## src/sv/plc_rfb_pkg.sv

```systemverilog
// Types, constants and helper functions shared by the PLC read request frame builder.
// Depends on nothing; every other file of the block imports it.
`default_nettype none

package plc_rfb_pkg;

  localparam int unsigned FrameLen  = 17;
  localparam int unsigned IdxW      = $clog2(FrameLen);
  localparam logic [IdxW-1:0] IdxLast = IdxW'(FrameLen - 1);
  localparam logic [IdxW-1:0] IdxLrcLo = IdxW'(FrameLen - 3);
  localparam logic [IdxW-1:0] IdxCr    = IdxW'(FrameLen - 2);

  localparam logic [7:0] CharColon = 8'h3A;
  localparam logic [7:0] CharCr    = 8'h0D;
  localparam logic [7:0] CharLf    = 8'h0A;
  localparam logic [7:0] HexDigit0 = 8'h30;
  localparam logic [7:0] HexAlpha  = 8'h37;

  localparam logic [7:0] FuncBitRead  = 8'h02;
  localparam logic [7:0] FuncWordRead = 8'h03;

  localparam logic [15:0] OffsM = 16'h0800;
  localparam logic [15:0] OffsY = 16'h0500;
  localparam logic [15:0] OffsX = 16'h0400;
  localparam logic [15:0] OffsD = 16'h1000;
  localparam logic [15:0] OffsT = 16'h0600;
  localparam logic [15:0] OffsC = 16'h0E00;

  typedef enum logic [2:0] {
    CLS_M     = 3'd0,
    CLS_Y     = 3'd1,
    CLS_X     = 3'd2,
    CLS_D     = 3'd3,
    CLS_T     = 3'd4,
    CLS_C     = 3'd5,
    CLS_OTHER = 3'd6
  } reg_class_e;

  typedef struct packed {
    logic [7:0] node_address;
    logic [2:0] register_class;
    logic [3:0] digit_thousands;
    logic [3:0] digit_hundreds;
    logic [3:0] digit_tens;
    logic [3:0] digit_units;
    logic [7:0] block_size;
    logic       force_single;
  } req_t;

  typedef struct packed {
    logic [7:0] frame_char;
    logic       last_char;
  } rsp_t;

  typedef struct packed {
    logic [7:0] node;
    logic [7:0] func;
    logic [7:0] addr_hi;
    logic [7:0] addr_lo;
    logic [7:0] qty;
    logic [7:0] lrc;
  } frame_t;

  function automatic logic [7:0] hex_char(input logic [3:0] nib);
    logic [7:0] wide;
    wide = {4'd0, nib};
    if (nib < 4'd10) begin
      hex_char = wide + HexDigit0;
    end else begin
      hex_char = wide + HexAlpha;
    end
  endfunction

endpackage

`default_nettype wire

```

## src/sv/plc_rfb_compose.sv

```systemverilog
// Combinational composition of the frame bytes (address, function, quantity, LRC).
// Depends on plc_rfb_pkg.
`default_nettype none

module plc_rfb_compose (
  input  plc_rfb_pkg::req_t   req_i,
  output plc_rfb_pkg::frame_t frame_o
);
  import plc_rfb_pkg::*;

  logic [15:0] oct_addr;
  logic [15:0] dec_addr;
  logic [15:0] base_addr;
  logic [15:0] offs;
  logic [15:0] addr;
  logic [7:0]  func;
  logic [7:0]  qty;
  logic [7:0]  sum;

  always_comb begin
    oct_addr = {3'd0, req_i.digit_thousands, 9'd0} + {6'd0, req_i.digit_hundreds, 6'd0}
             + {9'd0, req_i.digit_tens, 3'd0} + {12'd0, req_i.digit_units};
    dec_addr = ({12'd0, req_i.digit_thousands} * 16'd1000)
             + ({12'd0, req_i.digit_hundreds} * 16'd100)
             + ({12'd0, req_i.digit_tens} * 16'd10) + {12'd0, req_i.digit_units};
    base_addr = dec_addr;
    offs      = 16'd0;
    func      = FuncWordRead;
    unique case (req_i.register_class)
      CLS_M: begin
        offs = OffsM;
        func = FuncBitRead;
      end
      CLS_Y: begin
        base_addr = oct_addr;
        offs      = OffsY;
        func      = FuncBitRead;
      end
      CLS_X: begin
        base_addr = oct_addr;
        offs      = OffsX;
        func      = FuncBitRead;
      end
      CLS_D: offs = OffsD;
      CLS_T: offs = OffsT;
      CLS_C: offs = OffsC;
      default: offs = 16'd0;
    endcase
    addr = base_addr + offs;
    qty  = req_i.force_single ? 8'd1 : req_i.block_size;
    sum  = req_i.node_address + func + addr[15:8] + addr[7:0] + qty;

    frame_o.node    = req_i.node_address;
    frame_o.func    = func;
    frame_o.addr_hi = addr[15:8];
    frame_o.addr_lo = addr[7:0];
    frame_o.qty     = qty;
    frame_o.lrc     = 8'd0 - sum;
  end

endmodule

`default_nettype wire

```

## src/sv/plc_rfb_serialiser.sv

```systemverilog
// Frame register, character counter and output register that send a frame as ASCII.
// Depends on plc_rfb_pkg.
`default_nettype none

module plc_rfb_serialiser (
  input  logic                clk_i,
  input  logic                rst_ni,
  input  logic                frame_valid_i,
  output logic                frame_ready_o,
  input  plc_rfb_pkg::frame_t frame_i,
  output logic                out_valid_o,
  input  logic                out_stall_i,
  output plc_rfb_pkg::rsp_t   out_rsp_o
);
  import plc_rfb_pkg::*;

  frame_t          frame_q, frame_d;
  logic            active_q, active_d;
  logic [IdxW-1:0] idx_q, idx_d;
  logic            out_valid_q, out_valid_d;
  rsp_t            out_q, out_d;

  logic            out_free;
  logic            load;
  logic [IdxW-1:0] nib_pos;
  logic [7:0]      sel_byte;
  logic [3:0]      sel_nib;
  logic [7:0]      char_c;

  assign out_free      = !out_valid_q || !out_stall_i;
  assign frame_ready_o = !active_q || (out_free && idx_q == IdxLast);
  assign load          = frame_valid_i && frame_ready_o;

  always_comb begin
    nib_pos = idx_q - IdxW'(1);
    unique case (nib_pos[3:1])
      3'd0:    sel_byte = frame_q.node;
      3'd1:    sel_byte = frame_q.func;
      3'd2:    sel_byte = frame_q.addr_hi;
      3'd3:    sel_byte = frame_q.addr_lo;
      3'd4:    sel_byte = 8'd0;
      3'd5:    sel_byte = frame_q.qty;
      default: sel_byte = frame_q.lrc;
    endcase
    sel_nib = nib_pos[0] ? sel_byte[3:0] : sel_byte[7:4];
    priority if (idx_q == '0) begin
      char_c = CharColon;
    end else if (idx_q <= IdxLrcLo) begin
      char_c = hex_char(sel_nib);
    end else if (idx_q == IdxCr) begin
      char_c = CharCr;
    end else begin
      char_c = CharLf;
    end
  end

  always_comb begin
    frame_d     = frame_q;
    active_d    = active_q;
    idx_d       = idx_q;
    out_valid_d = out_valid_q;
    out_d       = out_q;
    if (out_free) begin
      out_valid_d = active_q;
      out_d.frame_char = char_c;
      out_d.last_char  = (idx_q == IdxLast);
      if (active_q) begin
        if (idx_q == IdxLast) begin
          active_d = 1'b0;
          idx_d    = '0;
        end else begin
          idx_d = idx_q + IdxW'(1);
        end
      end
    end
    if (load) begin
      frame_d  = frame_i;
      active_d = 1'b1;
      idx_d    = '0;
    end
  end

  always_ff @(posedge clk_i or negedge rst_ni) begin
    if (!rst_ni) begin
      active_q    <= 1'b0;
      idx_q       <= '0;
      out_valid_q <= 1'b0;
    end else begin
      active_q    <= active_d;
      idx_q       <= idx_d;
      out_valid_q <= out_valid_d;
    end
  end

  always_ff @(posedge clk_i) begin
    frame_q <= frame_d;
    out_q   <= out_d;
  end

  assign out_valid_o = out_valid_q;
  assign out_rsp_o   = out_q;

  a_idx_range: assert property (@(posedge clk_i) disable iff (!rst_ni)
    idx_q <= IdxLast)
    else $error("character counter beyond the end of the frame");

  a_last_is_lf: assert property (@(posedge clk_i) disable iff (!rst_ni)
    out_valid_q && out_q.last_char |-> out_q.frame_char == CharLf)
    else $error("last character is not a line feed");

  a_frame_continues: assert property (@(posedge clk_i) disable iff (!rst_ni)
    out_valid_q && !out_stall_i && !out_q.last_char |=> out_valid_q)
    else $error("gap inside a frame");

  a_load_restarts: assert property (@(posedge clk_i) disable iff (!rst_ni)
    load |=> active_q && idx_q == '0)
    else $error("new frame did not start at its first character");

endmodule

`default_nettype wire

```

## src/sv/plc_read_request_frame_builder.sv

```systemverilog
// A request taken into the input register moves to the serialiser's frame register,
// and its first character is then registered in the output register. One character
// per cycle while the output is not stalled; the next request waits in the input
// register while a frame is sent. Reset clears all valid flags and the counter.
// Top level of the PLC read request frame builder; uses plc_rfb_pkg and its submodules.
`default_nettype none

module plc_read_request_frame_builder (
  input  logic              clk_i,
  input  logic              rst_ni,
  input  logic              in_valid_i,
  output logic              in_stall_o,
  input  plc_rfb_pkg::req_t in_req_i,
  output logic              out_valid_o,
  input  logic              out_stall_i,
  output plc_rfb_pkg::rsp_t out_rsp_o
);
  import plc_rfb_pkg::*;

  req_t   req_q, req_d;
  logic   req_valid_q, req_valid_d;
  frame_t frame;
  logic   frame_ready;

  assign in_stall_o = req_valid_q && !frame_ready;

  always_comb begin
    req_d       = req_q;
    req_valid_d = req_valid_q;
    if (frame_ready) begin
      req_valid_d = 1'b0;
    end
    if (in_valid_i && !in_stall_o) begin
      req_d       = in_req_i;
      req_valid_d = 1'b1;
    end
  end

  always_ff @(posedge clk_i or negedge rst_ni) begin
    if (!rst_ni) begin
      req_valid_q <= 1'b0;
    end else begin
      req_valid_q <= req_valid_d;
    end
  end

  always_ff @(posedge clk_i) begin
    req_q <= req_d;
  end

  plc_rfb_compose u_compose (
    .req_i   (req_q),
    .frame_o (frame)
  );

  plc_rfb_serialiser u_serialiser (
    .clk_i         (clk_i),
    .rst_ni        (rst_ni),
    .frame_valid_i (req_valid_q),
    .frame_ready_o (frame_ready),
    .frame_i       (frame),
    .out_valid_o   (out_valid_o),
    .out_stall_i   (out_stall_i),
    .out_rsp_o     (out_rsp_o)
  );

endmodule

`default_nettype wire

```

## config.mk

```make
export PLATFORM = sky130hd
export DESIGN_NAME = plc_read_request_frame_builder
export DESIGN_NICKNAME = d
export VERILOG_FILES = /design/src/sv/plc_rfb_pkg.sv /design/src/sv/plc_rfb_compose.sv /design/src/sv/plc_rfb_serialiser.sv /design/src/sv/plc_read_request_frame_builder.sv
export SDC_FILE = /design/constraint.sdc
export NUM_CORES = 1
export LEC_CHECK = 0
export BUFFER_PORTS_ARGS = -buffer_cell sky130_fd_sc_hd__buf_4
export CORE_ASPECT_RATIO = 0.7
export CORE_MARGIN = 5
export CORE_UTILIZATION = 55
export CTS_CLUSTER_DIAMETER = 120
export DETAILED_ROUTE_END_ITERATION = 16
export GPL_TIMING_DRIVEN = 0
export PLACE_DENSITY_LB_ADDON = 0.1
export REMOVE_ABC_BUFFERS = 1
export SYNTH_ARGS = -nofsm -noshare
export SYNTH_HDL_FRONTEND = slang
export SYNTH_SLANG_ARGS = --single-unit
```

## constraint.sdc

```tcl
create_clock -name clk_i -period 8.75 [get_ports clk_i]
set_clock_uncertainty 0.05 [all_clocks]
set_input_delay 0.4375 -clock clk_i [delete_from_list [all_inputs] [get_ports clk_i]]
set_output_delay 0.4375 -clock clk_i [all_outputs]
set_load 0.05 [all_outputs]
```

* Word-level counts from Yosys, hierarchy flattened
Cells that the tools add are included.
Widths: inputs -> output; s select.
** Cells by class
- Add/sub/neg operators :: 16
- Multiply operators :: 3
- Magnitude comparators :: 2
- Eq/ne operators :: 12
- Multiplexer cells :: 19
- Reductions and logical operators :: 20
** Operators with widths (count)
- $pmux 13 s6 :: 1
- $pmux 8 s6 :: 1
- $add 16x4->16 :: 2
- $add 8x8->8 :: 3
- $mux 8 :: 3
- $mux 5 :: 4
- $add 16x13->16 :: 1
- $add 16x7->16 :: 1
- $add 16x8->16 :: 1
- $mux 16 :: 1
- $add 14x11->15 :: 1
- $add 13x10->14 :: 1
- $add 4x6->7 const B :: 2
- $eq 3x2->1 const B :: 4
- $eq 3x3->1 const B :: 4
- $mul 4x7->11 const B :: 1
- $mul 4x5->9 const B :: 1
- $add 8x2->8 :: 1
- $sub 1x8->8 const A :: 1
- $mul 4x3->7 const B :: 1
- $mux 1 :: 7
- $eq 3x1->1 const B :: 2
- $logic_not 3->1 :: 2
- $reduce_bool 2->1 :: 3
- other kinds (15) :: 23
** Storage, ports and cells
- Flip-flop bits (word level) :: 101
- Bits of input ports :: 40
- Output and inout port bits :: 11

* Logic depth before layout (Yosys ltp)
- Word-level depth :: 10
- Depth in mapped cells :: 34

* Hierarchy
A second synthesis with hierarchy kept.
** Unflattened totals
- Cell total of the unflattened synthesis :: 645
- Area total of the unflattened synthesis :: 7350.8 µm²
** Modules (own cells, without submodules)
- plc_rfb_compose :: times used 1, cells an instance 361, area an instance 3131.8 µm²
- plc_rfb_serialiser :: times used 1, cells an instance 243, area an instance 3080.5 µm²
- plc_read_request_frame_builder :: times used 1, cells an instance 41, area an instance 1138.6 µm²

* Worst setup path after synthesis
OpenSTA, ideal clock, no wires.
- Path type :: register -> register
- Start :: register req_q[23] in the netlist's numbering
- End :: register u_serialiser.frame_q[7] in the netlist's numbering (data pin)
- Setup time :: 0.258 ns
- Data arrival time :: 7.535 ns
- Required time :: 8.442 ns
- Path slack :: 0.908 ns
- Cell stages (with the launch flop) :: 34
- Cell sequence :: edfxtp_1 -> ha_1 -> fa_1 -> inv_1 -> fa_1 -> inv_1 -> ha_1 -> xor2_1 -> ha_1 -> ha_1 -> nor3_1 -> o21ai_0 -> a31o_2 -> xor2_1 -> nor2_1 -> a21oi_1 -> ha_1 -> a21o_1 -> a21oi_1 -> nor2b_1 -> o21ai_0 -> or2b_2 -> xor2_1 -> ha_1 -> fa_1 -> fa_1 -> inv_1 -> ha_1 -> inv_1 -> o21bai_1 -> a21oi_1 -> xnor2_1 -> xnor2_1 -> xnor2_1
** RTL lines
- from (decl) :: line plc_read_request_frame_builder.sv:20 : req_t req_q, req_d;
- from (signal assigned) :: line plc_read_request_frame_builder.sv:48 : req_q <= req_d;
- to (signal assigned) :: line plc_rfb_serialiser.sv:96 : frame_q <= frame_d;
- to (decl) :: line plc_rfb_serialiser.sv:17 : frame_t frame_q, frame_d;

==> results by group <==
Status
  – Status: finished clean

Floorplanning
  – # IOs: 51
  – Die Height: 105 µm
  – Core box area: 12,500 µm²
  – Row count: 34
  – Die Wd: 145 µm
  – Die area: 15,200 µm²
  – Initial Utilization: 56.4%

Detailed routing
  – Vias per inst: 5.64
  – Vias: 4,814
  – Post-route antenna net violation count: 0
  – Final WL: 14,800 µm
  – TritonRoute pass-1 iters: 5
  – Starting DRT DRC Count: 396
  – Drt drc: 0
  – WL per Instance: 17.3 µm

Global route
  – Global Route met2 Usage: 28.9%
  – Met3 Use GR: 4.15%
  – Top Usage Layer GRT: met1
  – First-pass GRT wire length: 24,400 µm
  – Total GRT Usage: 19.9%
  – Global route overflow: 0
  – Initial antenna violation count: 0
  – Pin count of the biggest net entering global routing: 42
  – Vias in the first global route: 4,761
  – M1 GR Usage: 31.0%

Setup path
  – Most frequent CP cell: ha_1
  – Req. time, crit path: 8790 ps
  – CP startpoint kind: flop
  – Worst-path fanout max: 8
  – Crit path largest cell delay: 570 ps
  – CP endpoint kind: flop
  – Worst path slowest cell: fa_1
  – WS Path Type: reg2reg
  – Critical Path AT: 8400 ps

Layout
  – N_diodes: 0
  – Seq. cell area: 2750 µm²
  – Syn-to-layout area delta: 12.0%
  – Multi-input gate area: 3950 µm²
  – Final core utilization: 63.2%
  – Share of layout cells above drive strength 1: 15.0%
  – Commonest non-fill, non-tap cell in the layout: edfxtp_1
  – Most frequent cells in the layout: edfxtp_1 (85), ha_1 (82), inv_1 (77), buf_4 (56), nand2_1 (36)
  – FILL cells: 1,032
  – NumNets Final: 837

Pwr
  – Power Dens Cells: 329 nW/µm²
  – Peak VDD IR: 242 µV
  – P_leak: 3.39 nW

STA
  – Relative slew slack: 30.6%
  – Peak Freq: 0.120 GHz
  – Fin crit period: 8350 ps
  – Slew Viols, Final: 0
  – Hold Vio Cnt, Final: 0
  – Tcrit/Tclk final: 95.5%
  – PnR worst setup slack: 396 ps
  – Final setup viols: 0
  – TNS Setup: 0 ps
  – RSZ-0062 raised after global routing: no
  – Measured slew at the worst slew-check pin: 1040 ps

Logic synthesis
  – Post-synth cell types: 81
  – Number of synthesized flops with an enable pin: 85
  – Asr flop ratio synth: 8.60%
  – Synthesized area: 7060 µm²
  – Sequential area share after synthesis: 39.0%
  – Synth Instances: 633
  – Mapped Avg Cell Area: 11.2 µm²
  – YS warnings: 0
  – Top FF cell, synth: edfxtp_1
  – Flops & latches, synth: 93

Clock tree
  – Number of buffers created by CTS: 9
  – Root Driver: clkbuf_16
  – H-tree depth: 3
  – Worst skew pair latency: 340 ps
  – CTS max path bufs: 2
  – TritonCTS clock tree: built
  – CTS clk-pin slew, worst paths: 70 ps
  – Clock sink count: 93

Placed design
  – Placed wire-length estimate: 11,500 µm
  – Port bufs: 49
  – Gpl congestion: 0.887
  – Pre-CTS WS: 68.0 ps

Run
  – Max Cap Violations: 0

Hold path
  – HP Class: in2reg
## layer usage
| layer | wire, µm | vias up | part of all wire (%) |
|---|---|---|---|
| met5 | 0 | - | 0 |
| met4 | 121 | 0 | 0.82 |
| met3 | 822 | 11 | 5.6 |
| met2 | 6180 | 111 | 42 |
| met1 | 7660 | 2295 | 52 |
| li1 | - | 2397 | - |
## metrics by stage
stage | instance area [µm²] | instances | total power [mW] | hold WS (ps)
final | 7910 | 854 | 2.60 | 216
after floorplan | 6970 | 619 | 1.80 | 91.9
after CTS | 7850 | 849 | 2.56 | 207
after global routing | 7910 | 854 | 2.82 | 201
after global placement | 7540 | 830 | 2.10 | 208
after detailed placement | 7540 | 830 | 2.16 | 215
## final cells by class
class	instances	area share [%]
inverter	77	3.66
tap	162	2.56
timing repair buffer	57	5.44
sequential	93	34.8
multi-input combinational	449	50.0
clock inverter	6	0.665
clock buffer	10	2.90
## power breakdown
group          internal, mW  switching (mW)
registers             0.607          0.0438
clock network         0.198           0.177
logic                 0.678           0.893
total                  1.48            1.11
## what timing repair did
item                       4_1_cts  5_1_grt
hold endpoints to repair         8        0
setup buffers                    2        5
gates resized for setup          0        4
hold buffers                     1        0
setup endpoints to repair        1        1
## worst max-delay path, delay by kind of cell (launching register included)
family	cells	cell delay, ps
compound gates	8	1450
xor+xnor	6	930
fa+ha+maj	11	4510
buf+inv	4	370
flops	1	520
simple gates	2	290
## cell families (layout without fill, tap and decap cells)
family | after synthesis | in the layout | share of synthesized area (%)
other | 1 | 1 | 0.0531
AOI/OAI and AO/OA | 150 | 150 | 15.5
DFF | 93 | 93 | 39.0
xor gates and xnor gates | 49 | 49 | 6.19
muxes | 6 | 6 | 1.03
adders and majority gates | 110 | 110 | 22.5
and+or+nand+nor | 133 | 133 | 10.4
buffers and inverters | 91 | 150 | 5.37
## cells in the mapped netlist, types with 4 or more instances
cell      number  area (µm²)
o21ai_0       31         155
or2_2          4        25.0
o21ai_1        7        35.0
inv_1         77         289
a211oi_1       7        52.6
nor2_1        20        75.1
nor3_1         4        20.0
a21oi_1       26         130
o31ai_1        6        45.0
xor2_1        18         158
a21o_1        11        82.6
xnor2_1       30         263
nand3_1        7        35.0
nand2_1       36         135
nand3b_1       5        37.5
fa_1          28         561
and2_1         4        25.0
a221oi_1       4        35.0
ha_1          82        1030
o21a_1         9        67.6
edfxtp_1      85        2550
dfrtp_1        8         200
clkbuf_1      10        37.5
nand2b_1      15        93.8
nand4_1        5        31.3
nor2b_1        7        43.8
## path summary, 6_finish.rpt
check | from | endpoint | slack [ps] | cells past startpoint
worst max-delay path | req_q[23] | u_serialiser.frame_q[7] | 400 | 31
worst min-delay path | in_req_i[5] | req_q[5] | 220 | 1
worst max register to register | req_q[23] | u_serialiser.frame_q[7] | 400 | 31
worst min register to register | req_q[29] | u_serialiser.frame_q[41] | 400 | 0
max in group asynchronous | rst_ni | u_serialiser.idx_q[2] | 8130 | 2
min in group asynchronous | rst_ni | u_serialiser.out_valid_o | 390 | 2
## registers in the layout (all words and copies together), names as in the netlist
signal	flops
req_q	36
req_valid_q	1
u_serialiser.active_q	1
u_serialiser.frame_q	41
u_serialiser.idx_q	5
u_serialiser.out_rsp_o	8
u_serialiser.out_valid_o	1
Power figures use the tool's default switching activity.
